## src/rtl/plc_pkg.sv

```systemverilog
// Shared constants and types for the piecewise-linear calibration block.
// Holds field widths, item kinds, register offsets and the flag value.
// No dependencies.
package plc_pkg;

	localparam int COORD_W   = 24;
	localparam int QUERY_W   = 32;
	localparam int RESULT_W  = 32;
	localparam int MODE_W    = 2;
	localparam int PIDX_W    = 4;
	localparam int COUNT_W   = 5;
	localparam int PADDR_W   = 3;
	localparam int PDATA_W   = 32;
	localparam int S_TDATA_W = 88;
	localparam int DIV_STEPS = COORD_W;

	localparam int DEFAULT_MAX_POINTS = 16;

	// Item kinds carried on the input tuser.
	localparam logic [MODE_W-1:0] MODE_LOAD = 2'd0;
	localparam logic [MODE_W-1:0] MODE_FWD  = 2'd1;
	localparam logic [MODE_W-1:0] MODE_INV  = 2'd2;

	// Register index decoded from paddr[2].
	localparam logic REG_POINTS_IN_USE = 1'b0;

	localparam logic signed [RESULT_W-1:0] FLAG_VALUE = 32'sh7FFF_FFFF;

	typedef logic signed [COORD_W-1:0] coord_t;

	// One stored table entry: calibrated value above raw coordinate.
	typedef struct packed {
		coord_t value;
		coord_t raw;
	} point_t;

endpackage

```

## src/rtl/piecewise_linear_calibration.sv

```systemverilog
// Piecewise-linear calibration table with forward and inverse conversion.
// A load word writes the table entry and still returns a result. A conversion reads the first
// and last segments, then searches: a binary search for raw to calibrated, a linear scan for the
// inverse, one table read per probe; an inner point then runs the 24-step serial divider.
// One word is in work at a time; a new word is taken while the last result waits.
// arst_n clears control and points_in_use; the point table holds no reset value.
module piecewise_linear_calibration
	import plc_pkg::*;
#(
	parameter int MAX_POINTS = DEFAULT_MAX_POINTS
) (
	input  logic                  clk,
	input  logic                  arst_n,
	// Input stream.
	input  logic                  s_tvalid,
	output logic                  s_tready,
	// [3:0] point_index, [27:4] point_raw, [51:28] point_value, [83:52] query, [84] clamp
	input  logic [S_TDATA_W-1:0]  s_tdata,
	// [1:0] mode
	input  logic [MODE_W-1:0]     s_tuser,
	// Result stream.
	output logic                  m_tvalid,
	input  logic                  m_tready,
	// [31:0] result
	output logic [RESULT_W-1:0]   m_tdata,
	// [0] out_of_range
	output logic                  m_tuser,
	// Configuration port.
	input  logic                  psel,
	input  logic                  penable,
	input  logic                  pwrite,
	input  logic [PADDR_W-1:0]    paddr,
	input  logic [PDATA_W-1:0]    pwdata,
	output logic [PDATA_W-1:0]    prdata,
	output logic                  pready
);

	localparam int IW = $clog2(MAX_POINTS);
	localparam int CW = $clog2(MAX_POINTS + 1);
	localparam int SW = 4;

	localparam logic [SW-1:0] ST_IDLE  = 4'd0;
	localparam logic [SW-1:0] ST_FIRST = 4'd1;
	localparam logic [SW-1:0] ST_LAST  = 4'd2;
	localparam logic [SW-1:0] ST_FWD_B = 4'd3;
	localparam logic [SW-1:0] ST_FWD_E = 4'd4;
	localparam logic [SW-1:0] ST_FWD_M = 4'd5;
	localparam logic [SW-1:0] ST_INV   = 4'd6;
	localparam logic [SW-1:0] ST_MUL   = 4'd7;
	localparam logic [SW-1:0] ST_DIV   = 4'd8;
	localparam logic [SW-1:0] ST_RND   = 4'd9;
	localparam logic [SW-1:0] ST_DONE  = 4'd10;

	// Input fields.
	logic [PIDX_W-1:0]         in_index;
	coord_t                    in_raw;
	coord_t                    in_value;
	logic signed [QUERY_W-1:0] in_query;
	logic                      in_clamp;

	assign in_index = s_tdata[3:0];
	assign in_raw   = s_tdata[27:4];
	assign in_value = s_tdata[51:28];
	assign in_query = s_tdata[83:52];
	assign in_clamp = s_tdata[84];

	// Control and item state.
	logic [SW-1:0]             state_q, state_d;
	logic [COUNT_W-1:0]        points_q;
	logic                      m_tvalid_q;
	logic [MODE_W-1:0]         mode_q;
	logic signed [QUERY_W-1:0] q_q;
	logic                      clamp_q;
	logic [IW-1:0]             lastseg_q;
	logic [IW-1:0]             beg_q, end_q, mid_q, inv_i_q;
	coord_t                    first_lx_q, first_ly_q, last_rx_q, last_ry_q;

	// Shared multiply and divide unit.
	logic [COORD_W-1:0]        mul_a_q, mul_b_q, den_q;
	logic                      neg_q;
	coord_t                    base_q;
	logic [COORD_W-1:0]        rem_q, low_q;
	logic [COUNT_W-1:0]        cnt_q;

	logic signed [RESULT_W-1:0] pend_res_q;
	logic                       pend_flag_q;
	logic [RESULT_W-1:0]        m_tdata_q;
	logic                       m_tuser_q;

	// Point table and its two registered read ports.
	point_t                    pts_q [MAX_POINTS];
	point_t                    rd0_q, rd1_q;
	logic [IW-1:0]             rd_addr;
	logic [IW-1:0]             rd_addr1;
	logic                      load_we;
	logic [IW-1:0]             wr_addr;

	// Configuration.
	logic                      cfg_we;

	assign pready = 1'b1;
	assign cfg_we = psel && penable && pwrite && (paddr[2] == REG_POINTS_IN_USE);
	assign prdata = (paddr[2] == REG_POINTS_IN_USE) ? PDATA_W'(points_q) : '0;

	always_ff @(posedge clk or negedge arst_n) begin
		if (!arst_n) begin
			points_q <= '0;
		end else if (cfg_we) begin
			points_q <= pwdata[COUNT_W-1:0];
		end
	end

	// Points in use, limited to the table depth.
	logic [CW-1:0] n_c;
	logic          few_c;

	assign n_c   = (int'(points_q) > MAX_POINTS) ? CW'(MAX_POINTS) : CW'(points_q);
	assign few_c = (n_c < CW'(2));

	assign s_tready = (state_q == ST_IDLE);
	assign wr_addr  = IW'(in_index);
	assign load_we  = s_tvalid && s_tready && (s_tuser == MODE_LOAD) &&
		(int'(in_index) < MAX_POINTS);

	always_ff @(posedge clk) begin
		if (load_we) begin
			pts_q[wr_addr] <= '{value: in_value, raw: in_raw};
		end
		rd0_q <= pts_q[rd_addr];
		rd1_q <= pts_q[rd_addr1];
	end

	// Segment from the last read, oriented so that left has the smaller raw value.
	coord_t seg_lx, seg_ly, seg_rx, seg_ry;
	logic   seg_swap;

	assign seg_swap = (rd1_q.raw < rd0_q.raw);
	assign seg_lx   = seg_swap ? rd1_q.raw   : rd0_q.raw;
	assign seg_ly   = seg_swap ? rd1_q.value : rd0_q.value;
	assign seg_rx   = seg_swap ? rd0_q.raw   : rd1_q.raw;
	assign seg_ry   = seg_swap ? rd0_q.value : rd1_q.value;

	logic signed [QUERY_W-1:0] lx32, ly32, rx32, ry32;
	logic signed [QUERY_W-1:0] first_lx32, first_ly32, last_rx32, last_ry32;

	assign lx32       = QUERY_W'(seg_lx);
	assign ly32       = QUERY_W'(seg_ly);
	assign rx32       = QUERY_W'(seg_rx);
	assign ry32       = QUERY_W'(seg_ry);
	assign first_lx32 = QUERY_W'(first_lx_q);
	assign first_ly32 = QUERY_W'(first_ly_q);
	assign last_rx32  = QUERY_W'(last_rx_q);
	assign last_ry32  = QUERY_W'(last_ry_q);

	logic in_x, in_y, below_x, above_x;

	assign below_x = (q_q < lx32);
	assign above_x = (q_q > rx32);
	assign in_x    = !below_x && !above_x;
	assign in_y    = (q_q >= ly32) && (q_q <= ry32);

	// Binary search midpoint and span.
	logic [IW-1:0] span_c, mid_c;

	assign span_c = end_q - beg_q;
	assign mid_c  = beg_q + (span_c >> 1);

	always_comb begin
		case (state_q)
			ST_FIRST: rd_addr = lastseg_q;
			ST_FWD_B: rd_addr = end_q;
			ST_FWD_E: rd_addr = mid_c;
			ST_FWD_M: rd_addr = above_x ? mid_q : beg_q;
			ST_INV:   rd_addr = inv_i_q + IW'(1);
			default:  rd_addr = '0;
		endcase
	end

	assign rd_addr1 = rd_addr + IW'(1);

	// Operand setup for a hit segment; the endpoint cases need no division.
	logic signed [COORD_W:0]   dy_c, dx_c;
	logic [COORD_W-1:0]        dy_mag;
	logic                      hit_exact;
	logic signed [QUERY_W-1:0] hit_value;
	logic [COORD_W-1:0]        set_a, set_b, set_den;
	logic                      set_neg;
	coord_t                    set_base;

	assign dy_c   = {seg_ry[COORD_W-1], seg_ry} - {seg_ly[COORD_W-1], seg_ly};
	assign dx_c   = {seg_rx[COORD_W-1], seg_rx} - {seg_lx[COORD_W-1], seg_lx};
	assign dy_mag = dy_c[COORD_W] ? COORD_W'(-dy_c) : dy_c[COORD_W-1:0];

	always_comb begin
		hit_exact = 1'b0;
		hit_value = '0;
		if (mode_q == MODE_FWD) begin
			set_a    = COORD_W'(q_q - lx32);
			set_b    = dy_mag;
			set_den  = dx_c[COORD_W-1:0];
			set_neg  = dy_c[COORD_W];
			set_base = seg_ly;
			if (q_q == lx32) begin
				hit_exact = 1'b1;
				hit_value = ly32;
			end else if (q_q == rx32) begin
				hit_exact = 1'b1;
				hit_value = ry32;
			end
		end else begin
			set_a    = COORD_W'(q_q - ly32);
			set_b    = dx_c[COORD_W-1:0];
			set_den  = dy_c[COORD_W-1:0];
			set_neg  = 1'b0;
			set_base = seg_lx;
			if (q_q == ly32) begin
				hit_exact = 1'b1;
				hit_value = lx32;
			end else if (q_q == ry32) begin
				hit_exact = 1'b1;
				hit_value = rx32;
			end
		end
	end

	// One restoring divide step per cycle.
	logic [COORD_W:0]   div_t;
	logic               div_ge;
	logic               rnd_up;
	logic [COORD_W:0]   quot_c;
	logic signed [RESULT_W-1:0] rnd_res;

	assign div_t   = {rem_q, low_q[COORD_W-1]};
	assign div_ge  = (div_t >= {1'b0, den_q});
	assign rnd_up  = ({rem_q, 1'b0} >= {1'b0, den_q});
	assign quot_c  = {1'b0, low_q} + (COORD_W+1)'(rnd_up);
	assign rnd_res = RESULT_W'(base_q) +
		(neg_q ? -RESULT_W'(quot_c) : RESULT_W'(quot_c));

	// Sequencer.
	logic                       hit, fin, fin_flag, mul_go, out_load;
	logic signed [RESULT_W-1:0] fin_res;

	assign out_load = (state_q == ST_DONE) && (!m_tvalid_q || m_tready);

	always_comb begin
		state_d  = state_q;
		hit      = 1'b0;
		fin      = 1'b0;
		fin_flag = 1'b0;
		fin_res  = '0;
		mul_go   = 1'b0;
		case (state_q)
			ST_IDLE: begin
				if (s_tvalid) begin
					if ((s_tuser == MODE_FWD) || (s_tuser == MODE_INV)) begin
						if (few_c) begin
							fin      = 1'b1;
							fin_flag = 1'b1;
						end else begin
							state_d = ST_FIRST;
						end
					end else begin
						fin = 1'b1;
					end
				end
			end
			ST_FIRST: state_d = ST_LAST;
			ST_LAST: begin
				if (mode_q == MODE_FWD) begin
					if (q_q < first_lx32) begin
						fin      = 1'b1;
						fin_flag = !clamp_q;
						fin_res  = first_ly32;
					end else if (above_x) begin
						fin      = 1'b1;
						fin_flag = !clamp_q;
						fin_res  = ry32;
					end else begin
						state_d = ST_FWD_B;
					end
				end else begin
					state_d = ST_INV;
				end
			end
			ST_FWD_B: begin
				if (in_x) begin
					hit = 1'b1;
				end else begin
					state_d = ST_FWD_E;
				end
			end
			ST_FWD_E: begin
				if (in_x) begin
					hit = 1'b1;
				end else if (span_c <= IW'(1)) begin
					fin      = 1'b1;
					fin_flag = 1'b1;
				end else begin
					state_d = ST_FWD_M;
				end
			end
			ST_FWD_M: begin
				if (below_x || above_x) begin
					state_d = ST_FWD_B;
				end else begin
					hit = 1'b1;
				end
			end
			ST_INV: begin
				if (in_y) begin
					hit = 1'b1;
				end else if (inv_i_q == lastseg_q) begin
					fin = 1'b1;
					if (clamp_q && (q_q < first_ly32)) begin
						fin_res = first_lx32;
					end else if (clamp_q && (q_q > last_ry32)) begin
						fin_res = last_rx32;
					end else begin
						fin_flag = 1'b1;
					end
				end
			end
			ST_MUL: state_d = ST_DIV;
			ST_DIV: begin
				if (cnt_q == COUNT_W'(DIV_STEPS - 1)) begin
					state_d = ST_RND;
				end
			end
			ST_RND: begin
				fin     = 1'b1;
				fin_res = rnd_res;
			end
			ST_DONE: begin
				if (out_load) begin
					state_d = ST_IDLE;
				end
			end
			default: state_d = ST_IDLE;
		endcase
		if (hit) begin
			if (hit_exact) begin
				fin     = 1'b1;
				fin_res = hit_value;
			end else begin
				mul_go  = 1'b1;
				state_d = ST_MUL;
			end
		end
		if (fin) begin
			state_d = ST_DONE;
			if (fin_flag) begin
				fin_res = FLAG_VALUE;
			end
		end
	end

	always_ff @(posedge clk or negedge arst_n) begin
		if (!arst_n) begin
			state_q    <= ST_IDLE;
			m_tvalid_q <= 1'b0;
		end else begin
			state_q <= state_d;
			if (out_load) begin
				m_tvalid_q <= 1'b1;
			end else if (m_tready) begin
				m_tvalid_q <= 1'b0;
			end
		end
	end

	always_ff @(posedge clk) begin
		if (s_tvalid && s_tready) begin
			mode_q    <= s_tuser;
			q_q       <= in_query;
			clamp_q   <= in_clamp;
			lastseg_q <= IW'(n_c - CW'(2));
		end
		case (state_q)
			ST_FIRST: begin
				first_lx_q <= seg_lx;
				first_ly_q <= seg_ly;
			end
			ST_LAST: begin
				last_rx_q <= seg_rx;
				last_ry_q <= seg_ry;
				beg_q     <= '0;
				end_q     <= lastseg_q;
				inv_i_q   <= '0;
			end
			ST_FWD_E: mid_q <= mid_c;
			ST_FWD_M: begin
				if (below_x) begin
					end_q <= mid_q;
				end else if (above_x) begin
					beg_q <= mid_q;
				end
			end
			ST_INV: inv_i_q <= inv_i_q + IW'(1);
			ST_MUL: begin
				{rem_q, low_q} <= mul_a_q * mul_b_q;
				cnt_q          <= '0;
			end
			ST_DIV: begin
				rem_q <= div_ge ? COORD_W'(div_t - {1'b0, den_q}) : div_t[COORD_W-1:0];
				low_q <= {low_q[COORD_W-2:0], div_ge};
				cnt_q <= cnt_q + COUNT_W'(1);
			end
			default: ;
		endcase
		if (mul_go) begin
			mul_a_q <= set_a;
			mul_b_q <= set_b;
			den_q   <= set_den;
			neg_q   <= set_neg;
			base_q  <= set_base;
		end
		if (fin) begin
			pend_res_q  <= fin_res;
			pend_flag_q <= fin_flag;
		end
		if (out_load) begin
			m_tdata_q <= pend_res_q;
			m_tuser_q <= pend_flag_q;
		end
	end

	assign m_tvalid = m_tvalid_q;
	assign m_tdata  = m_tdata_q;
	assign m_tuser  = m_tuser_q;

endmodule
```

## config.mk

```make
export PLATFORM = sky130hd
export DESIGN_NAME = piecewise_linear_calibration
export DESIGN_NICKNAME = d
export VERILOG_FILES = /design/src/rtl/plc_pkg.sv /design/src/rtl/piecewise_linear_calibration.sv
export SDC_FILE = /design/constraint.sdc
export NUM_CORES = 2
export LEC_CHECK = 0
export BUFFER_PORTS_ARGS = -buffer_cell sky130_fd_sc_hd__buf_2
export CAP_MARGIN = 20
export CORE_AREA = 2 2 399 401
export CTS_CLUSTER_SIZE = 14
export DETAILED_ROUTE_END_ITERATION = 12
export DIE_AREA = 0 0 401 403
export PLACE_DENSITY = 0.81
export SETUP_SLACK_MARGIN = 0.3
export SYNTH_ARGS = -nofsm -noshare
export SYNTH_HDL_FRONTEND = slang
export SYNTH_SLANG_ARGS = --single-unit
```

## constraint.sdc

```tcl
create_clock -name clk -period 11.3 [get_ports clk]
set_clock_uncertainty 0.1 [all_clocks]
set_input_delay 0.565 -clock clk [delete_from_list [all_inputs] [get_ports clk]]
set_output_delay 0.565 -clock clk [all_outputs]
set_load 0.01 [all_outputs]
```

==> flow_summary_export.csv <==
group,metric,value,unit
synthesis,synth.most_common_cell,"nand2_1",
setup_path,reg2reg_to,"rd1_q[17]",
synthesis,synth_area_leaders,"edfxtp_1, fa_1, ha_1",
detailed_routing,dr.pass1.iters,6,
hold_path,min_to,"pts_q[8][16]",
synthesis,yosys.area_share.simple,13.96,%
layout,drive_above_1_share,9.551,%
sta,fmax,100.1,MHz
sta,finalHoldViolCount,0,
floorplanning,die_area,0.1616,mm2
global_route,grt_pass1_vias,65770,
floorplanning,die_w,401,um
synthesis,synthFlopType,"edfxtp_1",
setup_path,worstPathArrival,10.50,ns
clocking,cts_tree,"built",
synthesis,synth-adder-area-share,18.53,%
detailed_routing,drtIter0Drc,8364,
clocking,ctsResizeCount,0,
clocking,htree_levels,3,
floorplanning,die_y,403,um
synthesis,synth_top_family_by_area,"adder cells",
setup_path,reg2reg_depth,23,
clocking,clock_latency,0.83,ns
global_route,busiest_layer,"met2",
setup_path,ff2ff_setup_slack,1.31,ns
clocking,path_clk_slew,0.06,ns
hold_path,min_path_type,"in -> reg",
place,dpl.hpwl,172100,um
sta,worst_pin_slew,1.196,ns
clocking,clk_path_buf_depth,3,
layout,layout.nets,9269,
sta,fin_crit_sh,88.44,%
setup_path,crit_type,"reg -> reg",
global_route,grt_pass1_wl,385900,um
sta,slew-limit-headroom,20.27,%
floorplanning,initial_core_util,55.65,%
sta,fin_tns_setup,0,ns
detailed_routing,wl_per_cell,24.52,um
global_route,gr-usage-met2,49.44,%
detailed_routing,drc,0,
setup_path,path_max_fanout,76,
detailed_routing,drtAntennaViolNets,0,
synthesis,synth.avg_cell_area,10.81,um2
global_route,met1_usage,40.86,%
global_route,antenna_found_initial,18,
global_route,use_met3,6.646,%
floorplanning,core_area,0.1575,mm2
synthesis,synth_common_cells,"nand2_1, edfxtp_1, inv_1",
setup_path,reg2reg_from,"rd1_q[5]",
synthesis,synth_area_leader_cell,"edfxtp_1",
hold_path,hold_start,"s_tdata[20]",
sta,setup_viol,0,
detailed_routing,drt-vias-per-instance,6.359,
global_route,overflow,0,
synthesis,synth_edf_count,1135,
synthesis,synth-compound-area-share,9.393,%
synthesis,synth_seq_cells,1241,
detailed_routing,num_vias,65650,
sta,period_needed,9.994,ns
synthesis,ys_seq_area_share,41.37,%
synthesis,synthArstFlopShare,0.8058,%
clocking,cts_buffers,120,
global_route,grt_max_degree,191,
place,io_buffers,139,
synthesis,synth_cells,8107,
clocking,cts-root-buf,"clkbuf_16",
floorplanning,ios,200,
outcome,outcome,"complete, no violations",
place,gp_congestion,0.9908,
global_route,grt_usage,31.11,%
layout,syn2layout_area_growth,8.701,%
sta,rsz0062_at_grt,"no",
synthesis,ys_types,106,
hold_path,hold_depth,1,
synthesis,yosys_warnings,0,
clocking,clock_sinks,1241,
setup_path,cp_data_required_time,11.80,ns
clocking,postCtsSetupRepairBufs,0,
sta,drv_slew,0,
setup_path,cp-start-kind,"register",
floorplanning,fp-row-count,146,
run,drv_cap,0,
detailed_routing,totalWireLength,253200,um
setup_path,worstSetupEndpointType,"register",
synthesis,syn_area,0.08763,mm2
synthesis,synthXorXnorAreaFrac,2.357,%
synthesis,synthMuxAreaShare,8.875,%
synthesis,yosysTopAreaCellShare,38.89,%
[per-stage QoR]
| stage | util (%) | hold WS (ns) | area (um2) | setup slack [ns] | std cells |
|---|---|---|---|---|---|
| after floorplan | - | 0.1694 | 87730 | 2.776 | 8133 |
| after global placement | 57.34 | 0.3017 | 90290 | 1.762 | 10010 |
| after detailed placement | 57.35 | 0.3045 | 90300 | 1.608 | 10010 |
| after CTS | 60.37 | 0.0005346 | 95060 | 1.554 | 10310 |
| after global routing | 60.48 | 0.02206 | 95240 | 0.9808 | 10320 |
| final | 60.49 | 0.02875 | 95260 | 1.306 | 10320 |
[cells by family after synthesis]
kind of cell,Yosys count
AND/OR/NAND/NOR,2673
AO/OA/AOI/OAI,1260
flip-flops,1241
buffers and inverters,1215
adder cells (fa/ha/maj),1006
multiplexers,475
XOR/XNOR,235
other,2
[state kept, by name, indices dropped and copies added (netlist names), 24 cells and up]
register	count
base_q	24
den_q	24
first_lx_q	24
first_ly_q	24
last_rx_q	24
last_ry_q	24
low_q	24
m_tdata	32
mul_a_q	24
mul_b_q	24
pend_res_q	32
pts_q	768
q_q	32
rd0_q	48
rd1_q	48
rem_q	24
[layout by cell type, fill, tap and decap left out, types with 48 or more instances in the layout]
| cell type | instances |
|---|---|
| nand3_1 | 233 |
| nor3_1 | 64 |
| fa_1 | 487 |
| dlygate4sd3_1 | 62 |
| a21o_1 | 138 |
| ha_1 | 516 |
| nor2_1 | 557 |
| xor2_1 | 80 |
| nand2b_1 | 87 |
| buf_2 | 139 |
| nand2_1 | 1154 |
| nand3b_1 | 51 |
| buf_4 | 94 |
| and2_1 | 211 |
| clkbuf_16 | 120 |
| xnor2_1 | 152 |
| edfxtp_1 | 1135 |
| mux2i_1 | 221 |
| a21oi_1 | 257 |
| dfxtp_1 | 96 |
| nor2b_1 | 89 |
| o221ai_1 | 53 |
| o22ai_1 | 48 |
| o21ai_0 | 361 |
| inv_1 | 773 |
| nand4_1 | 71 |
| mux4_2 | 240 |
| a32oi_1 | 49 |
[repair_timing]
action	CTS	global route
hold endpoints to repair	339	0
hold buffers	62	0
setup endpoints to repair	0	0
[critical path, stage by stage (launching register included)]
cell and delay (ns):
dfxtp_1 0.57, ha_1 0.41, a21oi_1 0.25, o22ai_1 0.13, or4_4 0.44, and3_1 0.28
o21ai_4 0.55, nand2_4 0.49, o21ai_0 0.83, inv_1 0.16, ha_1 0.35, a21o_1 0.18
a21o_1 0.18, a21o_1 0.17, a21o_1 0.17, a221oi_1 0.44, o221ai_1 0.27, mux2i_2 0.47
o21ai_1 0.22, nor2_4 0.26, buf_4 0.72, buf_4 0.87, mux4_2 0.63, mux4_2 0.52
[cell type report]
class	instances	area [um2]
inverter	779	2933
clock buffer	149	3232
clock inverter	80	909.6
multi-input combinational	5677	46880
sequential	1241	36250
antenna	12	30.03
timing repair buffer	314	2426
tap	2072	2592
fill	12030	62210
[layer usage]
| layer | up-vias | wire length, um |
|---|---|---|
| li1 | 28550 | - |
| met2 | 3940 | 117400 |
| met3 | 767 | 29130 |
| met4 | 14 | 12780 |
| met1 | 32380 | 93750 |
| met5 | - | 98 |
[worst max path at each step]
stage,from,endpoint
floorplan,rd0_q[4],base_q[0]
global placement,rd0_q[5],rd1_q[17]
detailed placement,rd0_q[23],rd1_q[17]
CTS,rd0_q[5],rd1_q[17]
global route,rd0_q[23],rd1_q[17]
finish,rd1_q[5],rd1_q[17]
Power is not shown: default switching activity piles up to over one toggle a cycle in this logic, so the estimate is an artifact.
